<file path="config.mk">
export PLATFORM = sky130hd
export DESIGN_NAME = sprite_scanline_evaluation
export DESIGN_NICKNAME = d
export VERILOG_FILES = /design/src/rtl/core/sse_pkg.sv /design/src/rtl/core/sse_front.sv /design/src/rtl/core/sse_back.sv /design/src/rtl/core/sprite_scanline_evaluation.sv
export SDC_FILE = /design/constraint.sdc
export NUM_CORES = 1
export LEC_CHECK = 0
export BUFFER_PORTS_ARGS = -buffer_cell sky130_fd_sc_hd__buf_2
export CORE_AREA = 2 2 207 128
export DETAILED_ROUTE_END_ITERATION = 6
export DIE_AREA = 0 0 209 130
export GPL_TIMING_DRIVEN = 0
export MAX_ROUTING_LAYER = met4
export PLACE_DENSITY = 0.69
export SLEW_MARGIN = 10
export SYNTH_ARGS = -nofsm -noshare
export SYNTH_HDL_FRONTEND = slang
export SYNTH_SLANG_ARGS = --single-unit
</file>
<file path="constraint.sdc">
create_clock -name clk -period 5.1 [get_ports clk]
set_input_delay 1.02 -clock clk [delete_from_list [all_inputs] [get_ports clk]]
set_output_delay 1.02 -clock clk [all_outputs]
set_load 0.02 [all_outputs]
</file>
<file path="src/rtl/core/sse_pkg.sv">
`timescale 1ns / 1ps
// ----------------------------------------------------------------------------
// sse_pkg
// Shared types, constants and helpers for sprite scanline evaluation.
// ----------------------------------------------------------------------------
package sse_pkg;

    // table and line sizing
    localparam int TABLE_ENTRIES = 64;
    localparam int LINE_SLOTS    = 16;
    localparam int SLOT_CNT_W    = $clog2(LINE_SLOTS + 1);

    // queue depths (powers of two, pointers wrap naturally)
    localparam int MID_DEPTH  = 2;
    localparam int MID_PTR_W  = $clog2(MID_DEPTH);
    localparam int MID_CNT_W  = $clog2(MID_DEPTH + 1);
    localparam int OUT_DEPTH  = 2;
    localparam int OUT_PTR_W  = $clog2(OUT_DEPTH);
    localparam int OUT_CNT_W  = $clog2(OUT_DEPTH + 1);

    // entry decode constants
    localparam logic [9:0]  Y_MASK      = 10'h3FF;
    localparam logic [11:0] Y_OFFSET    = 12'd64;
    localparam logic [15:0] ATTR_MASK   = 16'hFFCF;
    localparam logic [15:0] ATTR_FIRST  = 16'h0010;
    localparam logic [8:0]  INDEX_LIMIT = 9'(TABLE_ENTRIES);

    // result kinds
    localparam logic KIND_STORE    = 1'b0;
    localparam logic KIND_OVERFLOW = 1'b1;

    // height codes
    localparam logic [1:0] HCODE_32 = 2'd1;
    localparam logic [1:0] HCODE_64 = 2'd3;

    // input transaction
    typedef struct packed {
        logic signed [9:0] line;
        logic [5:0]        entry_index;
        logic [15:0]       y_word;
        logic [15:0]       x_word;
        logic [15:0]       pattern_word;
        logic [15:0]       attr_word;
    } sse_in_t;

    // result transaction
    typedef struct packed {
        logic        kind;
        logic [3:0]  slot;
        logic [15:0] out_y;
        logic [15:0] out_x;
        logic [15:0] out_pattern;
        logic [15:0] out_attr;
    } sse_out_t;

    // classified entry between front and back
    typedef struct packed {
        logic        start;
        logic        cand;
        logic [15:0] y_word;
        logic [15:0] x_word;
        logic [15:0] pattern_word;
        logic [15:0] attr;
    } sse_mid_t;

    // head of the classified queue
    typedef struct packed {
        logic     valid;
        sse_mid_t item;
    } sse_mid_head_t;

    // sprite height from attribute bits 13:12
    function automatic logic [6:0] height_of(input logic [1:0] code);
        logic [6:0] h;
        begin
            case (code)
                HCODE_32: h = 7'd32;
                HCODE_64: h = 7'd64;
                default:  h = 7'd16;
            endcase
            return h;
        end
    endfunction

endpackage

</file>
<file path="src/rtl/core/sse_front.sv">
`timescale 1ns / 1ps
// ----------------------------------------------------------------------------
// sse_front
// Accepts attribute entries, checks visibility and queues classified entries.
// ----------------------------------------------------------------------------
module sse_front (
    input  logic                  clk,
    input  logic                  rst_n,
    input  logic                  push,
    output logic                  full,
    input  sse_pkg::sse_in_t      in_item,
    input  logic                  cfg_we,
    input  logic                  cfg_wdata,
    output sse_pkg::sse_mid_head_t head,
    input  logic                  head_pop
);
    import sse_pkg::*;

    logic                 enable_reg;
    sse_mid_t             mem_reg [MID_DEPTH];
    logic [MID_PTR_W-1:0] wr_ptr_reg, wr_ptr_next;
    logic [MID_PTR_W-1:0] rd_ptr_reg, rd_ptr_next;
    logic [MID_CNT_W-1:0] count_reg, count_next;

    logic signed [11:0] line_ext;
    logic signed [11:0] y_top;
    logic signed [11:0] y_end;
    logic               visible;
    logic               start;
    logic               do_push;
    logic               do_pop;
    sse_mid_t           cls;

    // enable register
    always_ff @(posedge clk or negedge rst_n)
    begin
        if (!rst_n)
            enable_reg <= 1'b1;
        else if (cfg_we)
            enable_reg <= cfg_wdata;
    end

    // visibility window y <= line < y + height
    always_comb
    begin
        line_ext = {{2{in_item.line[9]}}, in_item.line};
        y_top    = signed'({2'b00, in_item.y_word[9:0] & Y_MASK}) - signed'(Y_OFFSET);
        y_end    = y_top + signed'({5'b0, height_of(in_item.attr_word[13:12])});
        visible  = (line_ext >= y_top) && (line_ext < y_end);
        start    = (in_item.entry_index == 6'd0);
    end

    // classified entry
    always_comb
    begin
        cls.start        = start;
        cls.cand         = enable_reg && !in_item.line[9] &&
                           ({3'b000, in_item.entry_index} < INDEX_LIMIT) && visible;
        cls.y_word       = in_item.y_word;
        cls.x_word       = in_item.x_word;
        cls.pattern_word = in_item.pattern_word;
        cls.attr         = (in_item.attr_word & ATTR_MASK) | (start ? ATTR_FIRST : 16'h0000);
    end

    // queue control
    always_comb
    begin
        full        = (count_reg == MID_CNT_W'(MID_DEPTH));
        do_push     = push && !full;
        do_pop      = head_pop && (count_reg != '0);
        wr_ptr_next = do_push ? wr_ptr_reg + 1'b1 : wr_ptr_reg;
        rd_ptr_next = do_pop ? rd_ptr_reg + 1'b1 : rd_ptr_reg;
        count_next  = count_reg + MID_CNT_W'(do_push) - MID_CNT_W'(do_pop);
        head.valid  = (count_reg != '0);
        head.item   = mem_reg[rd_ptr_reg];
    end

    // queue pointers
    always_ff @(posedge clk or negedge rst_n)
    begin
        if (!rst_n)
        begin
            wr_ptr_reg <= '0;
            rd_ptr_reg <= '0;
            count_reg  <= '0;
        end
        else
        begin
            wr_ptr_reg <= wr_ptr_next;
            rd_ptr_reg <= rd_ptr_next;
            count_reg  <= count_next;
        end
    end

    // queue storage
    always_ff @(posedge clk)
    begin
        if (do_push)
            mem_reg[wr_ptr_reg] <= cls;
    end

    // checks
    a_count_bound: assert property (@(posedge clk) disable iff (!rst_n)
        count_reg <= MID_CNT_W'(MID_DEPTH))
        else $error("classified queue count out of range");

    a_count_track: assert property (@(posedge clk) disable iff (!rst_n)
        (do_push && !do_pop) |=> (count_reg == $past(count_reg) + MID_CNT_W'(1)))
        else $error("classified queue count did not advance on push");

    a_ptr_gap: assert property (@(posedge clk) disable iff (!rst_n)
        (count_reg == '0) |-> (wr_ptr_reg == rd_ptr_reg))
        else $error("classified queue pointers disagree when empty");

endmodule

</file>
<file path="src/rtl/core/sse_back.sv">
`timescale 1ns / 1ps
// ----------------------------------------------------------------------------
// sse_back
// Slot allocation per line, overflow detection and the result queue.
// ----------------------------------------------------------------------------
module sse_back (
    input  logic                   clk,
    input  logic                   rst_n,
    input  sse_pkg::sse_mid_head_t head,
    output logic                   head_pop,
    output logic                   empty,
    input  logic                   pop,
    output sse_pkg::sse_out_t      out_item
);
    import sse_pkg::*;

    logic [SLOT_CNT_W-1:0] used_reg, used_next;
    logic                  stopped_reg, stopped_next;

    sse_out_t              mem_reg [OUT_DEPTH];
    logic [OUT_PTR_W-1:0]  wr_ptr_reg, wr_ptr_next;
    logic [OUT_PTR_W-1:0]  rd_ptr_reg, rd_ptr_next;
    logic [OUT_CNT_W-1:0]  count_reg, count_next;

    logic [SLOT_CNT_W-1:0] used_cur;
    logic                  stopped_cur;
    logic                  emit;
    logic                  do_pop;
    logic                  out_full;
    sse_out_t              res;

    // take an entry whenever the result queue has room
    always_comb
    begin
        out_full = (count_reg == OUT_CNT_W'(OUT_DEPTH));
        head_pop = head.valid && !out_full;
    end

    // per-line slot state and result forming
    always_comb
    begin
        used_cur     = head.item.start ? '0 : used_reg;
        stopped_cur  = head.item.start ? 1'b0 : stopped_reg;
        used_next    = used_reg;
        stopped_next = stopped_reg;
        emit         = 1'b0;
        res          = '0;
        if (head_pop)
        begin
            used_next    = used_cur;
            stopped_next = stopped_cur;
            if (head.item.cand && !stopped_cur)
            begin
                emit = 1'b1;
                if (used_cur >= SLOT_CNT_W'(LINE_SLOTS))
                begin
                    stopped_next = 1'b1;
                    res.kind     = KIND_OVERFLOW;
                end
                else
                begin
                    res.kind        = KIND_STORE;
                    res.slot        = used_cur[3:0];
                    res.out_y       = head.item.y_word;
                    res.out_x       = head.item.x_word;
                    res.out_pattern = head.item.pattern_word;
                    res.out_attr    = head.item.attr;
                    used_next       = used_cur + SLOT_CNT_W'(1);
                end
            end
        end
    end

    // line state registers
    always_ff @(posedge clk or negedge rst_n)
    begin
        if (!rst_n)
        begin
            used_reg    <= '0;
            stopped_reg <= 1'b0;
        end
        else
        begin
            used_reg    <= used_next;
            stopped_reg <= stopped_next;
        end
    end

    // result queue control
    always_comb
    begin
        empty       = (count_reg == '0);
        do_pop      = pop && !empty;
        wr_ptr_next = emit ? wr_ptr_reg + 1'b1 : wr_ptr_reg;
        rd_ptr_next = do_pop ? rd_ptr_reg + 1'b1 : rd_ptr_reg;
        count_next  = count_reg + OUT_CNT_W'(emit) - OUT_CNT_W'(do_pop);
        out_item    = mem_reg[rd_ptr_reg];
    end

    // result queue pointers
    always_ff @(posedge clk or negedge rst_n)
    begin
        if (!rst_n)
        begin
            wr_ptr_reg <= '0;
            rd_ptr_reg <= '0;
            count_reg  <= '0;
        end
        else
        begin
            wr_ptr_reg <= wr_ptr_next;
            rd_ptr_reg <= rd_ptr_next;
            count_reg  <= count_next;
        end
    end

    // result queue storage
    always_ff @(posedge clk)
    begin
        if (emit)
            mem_reg[wr_ptr_reg] <= res;
    end

    // checks
    a_used_bound: assert property (@(posedge clk) disable iff (!rst_n)
        used_reg <= SLOT_CNT_W'(LINE_SLOTS))
        else $error("slot count beyond line capacity");

    a_overflow_stops: assert property (@(posedge clk) disable iff (!rst_n)
        (emit && (res.kind == KIND_OVERFLOW)) |=> stopped_reg)
        else $error("overflow result did not stop the line");

    a_no_emit_full: assert property (@(posedge clk) disable iff (!rst_n)
        emit |-> !out_full)
        else $error("result written into a full queue");

    a_stopped_quiet: assert property (@(posedge clk) disable iff (!rst_n)
        (head_pop && stopped_reg && !head.item.start) |-> !emit)
        else $error("result produced on a stopped line");

endmodule

</file>
<file path="src/rtl/core/sprite_scanline_evaluation.sv">
`timescale 1ns / 1ps
// Path: an accepted entry that yields a result is registered in the classified
//   queue, then given a slot and registered in the result queue.
// Throughput: one entry per cycle while the result queue has room, set by the
//   slot allocation loop in the back end, which holds entries while it is full.
// Reset: line state cleared, queues empty, sprite evaluation enabled.
// ----------------------------------------------------------------------------
// sprite_scanline_evaluation
// Per-line sprite evaluation: picks up to sixteen visible sprites per line.
// ----------------------------------------------------------------------------
module sprite_scanline_evaluation (
    input  logic              clk,
    input  logic              rst_n,
    input  logic              push,
    output logic              full,
    input  sse_pkg::sse_in_t  in_item,
    output logic              empty,
    input  logic              pop,
    output sse_pkg::sse_out_t out_item,
    input  logic              cfg_we,
    input  logic              cfg_wdata
);
    import sse_pkg::*;

    sse_mid_head_t head;
    logic          head_pop;

    // front end: accept and classify
    sse_front u_front (
        .clk       (clk),
        .rst_n     (rst_n),
        .push      (push),
        .full      (full),
        .in_item   (in_item),
        .cfg_we    (cfg_we),
        .cfg_wdata (cfg_wdata),
        .head      (head),
        .head_pop  (head_pop)
    );

    // back end: slot allocation and results
    sse_back u_back (
        .clk      (clk),
        .rst_n    (rst_n),
        .head     (head),
        .head_pop (head_pop),
        .empty    (empty),
        .pop      (pop),
        .out_item (out_item)
    );

endmodule

</file>
==> results of run 1 <==
==> worst max-delay path, stage by stage <==
cell,delay (ns)
buf_2,0.16
inv_1,0.07
nor2_1,0.19
ha_1,0.26
and3_1,0.15
a211oi_1,0.45
nor3_1,0.11
xor2_1,0.16
ha_1,0.31
a21o_1,0.18
a211o_1,0.30
nor3_1,0.15
o211ai_1,0.12
a22oi_1,0.34
==> worst paths after layout <==
| check | startpoint | slack, ns | end | depth (start not counted) |
|---|---|---|---|---|
| max in group asynchronous | rst_n | 4.40 | u_front.enable_reg$_DFFE_PN1P_ | 1 |
| hold reg to reg | u_back.stopped_reg$_DFFE_PN0P_ | 0.49 | u_back.stopped_reg$_DFFE_PN0P_ | 1 |
| setup reg to reg | u_back.count_reg[1]$_DFF_PN0_ | 2.72 | u_back.mem_reg[0][32]$_DFFE_PP_ | 5 |
| setup / recovery | in_item[12] | 1.44 | u_front.mem_reg[0][64]$_DFFE_PP_ | 14 |
| hold / removal | rst_n | 0.40 | u_front.count_reg[0]$_DFF_PN0_ | 1 |
| min in group clk | u_back.stopped_reg$_DFFE_PN0P_ | 0.49 | u_back.stopped_reg$_DFFE_PN0P_ | 1 |
==> power by group <==
part / switching (mW) / internal, mW / leakage (nW)
Sequential: 0.163 / 3.44 / 2.65
Combinational: 1.84 / 1.11 / 2.11
Clock: 0.796 / 0.975 / 0.373
==> cell type report <==
class                           instances  area, um2
Fill cell                            2123      12250
Inverter                               22      82.58
Timing Repair Buffer                  159      900.9
Clock inverter                         13      65.06
Antenna cell                            4      10.01
Tap cell                              336      420.4
Buffer                                 23      135.1
Clock buffer                           36      709.4
Multi-Input combinational cell        322       2730
Sequential cell                       279       8304
==> kinds of logic after synthesis <==
family                     count (synthesis)
muxes                                    134
DFF                                      279
and+or+nand+nor                          110
buffers and inverters                     45
xor gates and xnor gates                  18
AOI/OAI and AO/OA                         29
adders and majority gates                 30
other                                      1
==> metrics by stage <==
stage          setup TNS, ns  setup slack, ns  std cells  instance area [um2]  total power, mW
3_3_place_gp         -198.89           -1.727       1135                12420            6.583
5_1_grt                    0            1.165       1192                13350            8.776
4_1_cts                    0            1.452       1190                13350            8.450
3_5_place_dp               0           0.9002       1141                12570            6.661
2_1_floorplan              0           0.5274        646                11230            5.657
6_report                   0            1.435       1194                13360            8.324
==> cell usage after synthesis (all sizes together) (2+ instances only) <==
cell type / count
a21o: 3
a21oi: 8
a32o: 2
and2: 7
and3: 6
buf: 21
clkbuf: 2
dfrtp: 14
edfxtp: 264
ha: 29
inv: 22
mux2: 70
mux2i: 64
nand2: 10
nand3: 3
nand4: 3
nor2: 70
nor2b: 4
nor3: 4
o211ai: 3
o21ai: 2
xnor2: 12
xor2: 6
==> layer usage <==
layer	up-vias	part of all wire	GRT usage	wire (um)
met2	137	0.45	0.2475	9490
li1	2833	-	-	-
met1	2796	0.48	0.2179	10090
met4	0	0.019	0.03908	407
met3	25	0.047	0.03105	981
met5	-	0	-	0
==> impl_metrics.py, run 1 <==
metrics = {
    "cells_and_area": {
        "fin_nets": 950,
        "layout_commonest_cell": "edfxtp_1",
        "largest_register_ffs": 136,
        "area_delta_synth_final_pct": 18.95,
        "postLayoutCoreUtil": 0.5215,
        "layout-drive-gt1-share": 0.3454,
        "final_cell_mix": "edfxtp_1 (264), buf_2 (165), mux2_2 (70)",
    },
    "synth": {
        "muxShareOfSynthArea": 0.1276,
        "synth_seq_cells": 279,
        "avgSynthCellArea_um2": 17.38,
        "syn-num-nets": 762,
        "synthAdderAreaFrac": 0.03409,
        "yosys_most_used_dff": "edfxtp_1",
        "synth-async-reset-ratio": 0.05376,
        "synth_compound_area_frac": 0.02061,
        "syn-cell-area_um2": 11230,
        "ys_warn_count": 0,
        "syn_inst": 646,
        "synth_xor_area_frac": 0.01471,
        "yosys.area_share.simple": 0.04379,
        "synth_edf_count": 264,
        "ys_seq_area_frac": 0.7395,
        "synth_cell_types": 46,
        "synth_top_area_frac": 0.7060,
        "synth_top_area_cell": "edfxtp_1",
        "synthTopCellsByArea": "edfxtp_1 (71%), mux2_2 (7.0%), mux2i_1 (5.6%)",
        "synth_top_family_by_area": "multiplexers",
    },
    "die": {
        "die_width_um": 209,
        "row_count": 46,
        "core_area_um2": 25610,
        "io_pins": 157,
        "initial_utilization": 0.4384,
        "die_area_um2": 27170,
        "dieHeight_um": 130,
    },
    "timing": {
        "period_minus_slack_ns": 3.665,
        "max_freq_mhz": 272.9,
        "tightest_slew_ns": 0.6769,
        "rsz0062_at_grt": "no",
        "max_slew_margin": 0.5478,
        "whs_ns": 0.3980,
        "period_share": 0.7186,
        "slew_violations": 0,
        "setup_violations": 0,
        "finClkSkew_ns": 0.01066,
        "hold_viol": 0,
    },
    "setup_path": {
        "crit_type": "input port to register",
        "cp-start-kind": "input port",
        "cp.arrival_ns": 3.96,
        "critPathMaxFanout": 5,
        "cp-end-kind": "register",
        "cp.required_ns": 5.40,
    },
    "cts": {
        "cts_setup_buffers": 0,
        "hold_buffers": 0,
        "clock_latency_ns": 0.53,
        "htreeDepth": 1,
        "clk_pin_slew_ns": 0.06,
        "tritoncts": "yes",
        "root_buffer": "clkbuf_16",
        "ctsResizeCount": 0,
        "clock_sinks": 279,
        "clock_path_buffers": 3,
        "numCtsBuffers": 27,
    },
    "grt": {
        "grt_pass1_vias": 5705,
        "grt_usage": 0.1590,
        "grt_overflow": 0,
        "grt_max_degree": 50,
        "grt_first_pass_wirelength_um": 31660,
        "antenna_found_initial": 2,
    },
    "route": {
        "routed_wirelength_um": 20960,
        "via_per_inst": 4.850,
        "routed-via-count": 5791,
        "drt_iter0_drc": 303,
        "ant_nets": 0,
        "wl_per_cell_um": 17.56,
        "drt_pre_antenna_iters": 5,
        "drc": 0,
    },
    "status": {
        "outcome": "finished, final reports clean",
    },
    "placed_design": {
        "gp_congestion": 0.7623,
        "hpwl_um": 14220,
        "port_buffers": 153,
    },
    "power_and_ir_drop": {
        "vdd_drop_max_mv": 0.1983,
        "p_leak_nw": 5.132,
        "powerDensity_nw_per_um2": 623.1,
    },
    "flow_run": {
        "cap_viol_max_count": 0,
    },
    "hold_path": {
        "min_path_type": "input port to asynchronous set/reset pin",
    },
}
No activity file was read; power rests on OpenSTA's default activity.
==> inputs of run 2 (changes only) <==
- ABC_AREA: not set -> 1
- CORE_AREA: 2 2 207 128 -> 2 2 208 128
- DIE_AREA: 0 0 209 130 -> 0 0 210 130
- clock period: 5.1 -> 3.5 ns (I/O delays scaled with it)
==> run 2 against run 1 <==
Effect of this change: hold slack lost 0.33 ns; final cell count grew 23%; register-to-register slack lost 1.6 ns; critical path type is now register to primary output; critical endpoint is now out_item[53].
==> impl_metrics.py, run 2 <==
metrics = {
    "status": {
        "outcome": "finished, final reports clean",
    },
    "cts": {
        "cts_setup_buffers": 0,
        "clock_latency_ns": 0.54,
        "numCtsBuffers": 27,
        "tritoncts": "yes",
        "root_buffer": "clkbuf_16",
        "clk_pin_slew_ns": 0.06,
        "clock_sinks": 279,
        "ctsResizeCount": 1,
        "hold_buffers": 0,
        "clock_path_buffers": 3,
        "htreeDepth": 1,
    },
    "cells_and_area": {
        "final_cell_area_um2": 13540,
        "area_delta_synth_final_pct": 20.42,
        "largest_register_ffs": 136,
        "fin_nets": 1222,
        "layout-drive-gt1-share": 0.2005,
        "postLayoutCoreUtil": 0.5263,
        "final_cell_mix": "nand2_1 (371), edfxtp_1 (264), buf_2 (160)",
        "layout_commonest_cell": "nand2_1",
    },
    "placed_design": {
        "dpl-instance-area_um2": 12710,
        "port_buffers": 153,
        "gp_congestion": 0.8400,
        "hpwl_um": 16280,
    },
    "synth": {
        "avgSynthCellArea_um2": 12.30,
        "synth_top_area_frac": 0.7051,
        "ys_seq_area_frac": 0.7386,
        "synth-async-reset-ratio": 0.05376,
        "yosys_most_used_dff": "edfxtp_1",
        "ys_warn_count": 0,
        "synth_seq_cells": 279,
        "yosysMostFrequentCell": "nand2_1",
        "synth_cell_types": 35,
        "synth_top_area_cell": "edfxtp_1",
        "synth_common_cells": "nand2_1 (371), edfxtp_1 (264), a21oi_1 (72)",
        "synth_edf_count": 264,
        "synthTopCellsByArea": "edfxtp_1 (71%), nand2_1 (12%), ha_1 (3.2%)",
        "syn-num-nets": 1030,
        "syn-cell-area_um2": 11240,
        "syn_inst": 914,
    },
    "timing": {
        "max_slew_margin": 0.5187,
        "whs_ns": 0.06868,
        "max_freq_mhz": 320.4,
        "finClkSkew_ns": 0.02088,
        "tightest_slew_ns": 0.7202,
        "slew_violations": 0,
        "rsz0062_at_grt": "no",
        "period_minus_slack_ns": 3.121,
        "fin_setup_tns_ns": 0,
        "setup_violations": 0,
        "period_share": 0.8918,
        "hold_viol": 0,
    },
    "power_and_ir_drop": {
        "powerDensity_nw_per_um2": 889.0,
        "vdd_drop_max_mv": 0.5644,
        "fin_total_pwr_mw": 12.04,
        "p_leak_nw": 5.515,
    },
    "route": {
        "routed-via-count": 6998,
        "drc": 0,
        "drt_iter0_drc": 412,
        "ant_nets": 0,
        "drt_pre_antenna_iters": 4,
        "routed_wirelength_um": 23720,
        "via_per_inst": 4.777,
        "wl_per_cell_um": 16.19,
    },
    "setup_path": {
        "cp.required_ns": 2.80,
        "critPathMaxFanout": 10,
        "cp-end-kind": "primary output",
        "cp.arrival_ns": 2.42,
        "regToRegSetupSlack_ns": 1.15,
        "cp-start-kind": "register",
        "regToRegEndpoint": "u_back.mem_reg[1][33]$_DFFE_PP_",
        "r2r_cells": 11,
        "cp-startpoint": "u_back.rd_ptr_reg$_DFFE_PN0P_",
        "timing.rr.start": "u_front.rd_ptr_reg$_DFFE_PN0P_",
        "crit_type": "register to primary output",
    },
    "die": {
        "die_width_um": 210,
        "dieHeight_um": 130,
        "io_pins": 157,
        "initial_utilization": 0.4370,
        "row_count": 46,
        "die_area_um2": 27300,
        "core_area_um2": 25730,
    },
    "grt": {
        "grt_max_degree": 27,
        "grt_usage": 0.1834,
        "grt_pass1_vias": 6711,
        "antenna_found_initial": 1,
        "grt_overflow": 0,
        "grt_first_pass_wirelength_um": 36610,
    },
    "flow_run": {
        "cap_viol_max_count": 0,
    },
    "hold_path": {
        "min_path_type": "input port to asynchronous set/reset pin",
    },
}
[run 2: cell count changes after synthesis, sizes merged, moves of 7 or more]
cell	delta
mux2	-70
inv	+20
a21oi	+64
clkbuf	+21
mux2i	-64
nand2	+365
nor2	-41
and2	-7
buf	-9
[run 2: layer usage]
layer | part of all wire | global-route usage
met5 | 0 | -
met4 | 0.022 | 0.04631
met3 | 0.065 | 0.03730
met2 | 0.42 | 0.2668
met1 | 0.49 | 0.2656
[run 2: area by class of cell]
class / count / area [um2]
plain buffers: 34 / 141.4
well taps: 336 / 420.4
clock buffers: 36 / 709.4
repair buffers: 164 / 1016
diodes: 2 / 5.005
inverters: 43 / 162.7
clock inverters: 14 / 116.4
multi-input cells: 557 / 2664
flip-flops and latches: 279 / 8304
fillers: 2188 / 12190
[run 2: per-stage QoR]
step	worst slack [ns]	std cells
floorplan	-0.9374	914
global placement	-3.276	1403
detailed placement	0.07061	1414
CTS	0.02997	1464
global route	0.09258	1464
finish	0.3787	1465
[run 2: worst max-delay path by stage]
stage / endpoint / slack, ns
6_report: out_item[53] / 0.38
5_1_grt: out_item[53] / 0.09
4_1_cts: out_item[67] / 0.03
3_5_place_dp: u_front.mem_reg[1][64]$_DFFE_PP_ / 0.07
3_3_place_gp: u_back.mem_reg[1][33]$_DFFE_PP_ / -3.28
2_1_floorplan: u_back.mem_reg[0][0]$_DFFE_PP_ / -0.94
[run 2: critical path, cell delays in order (launching register included)]
cell and delay (ns):
dfrtp_1 0.32, clkbuf_1 0.35, clkbuf_2 0.36, buf_1 0.46, nand2_1 0.09, nand2_1 0.12
buf_2 0.17
[run 2: where the power goes]
group          leakage, nW  internal (mW)  switching (mW)
registers             2.65           4.83           0.205
clock network        0.405           1.57            1.16
logic                 2.46           1.22            3.05
[run 2: cell families (layout without fill, tap and decap cells)]
group           Yosys count  count (layout)  synth area share
xor+xnor                 16              16           0.01246
simple gates            425             425            0.1473
other cells               1               3         0.0003335
buf+inv                  78             291           0.02715
fa+ha+maj                30              30           0.03405
flops                   279             279            0.7386
compound gates           85              85           0.04006
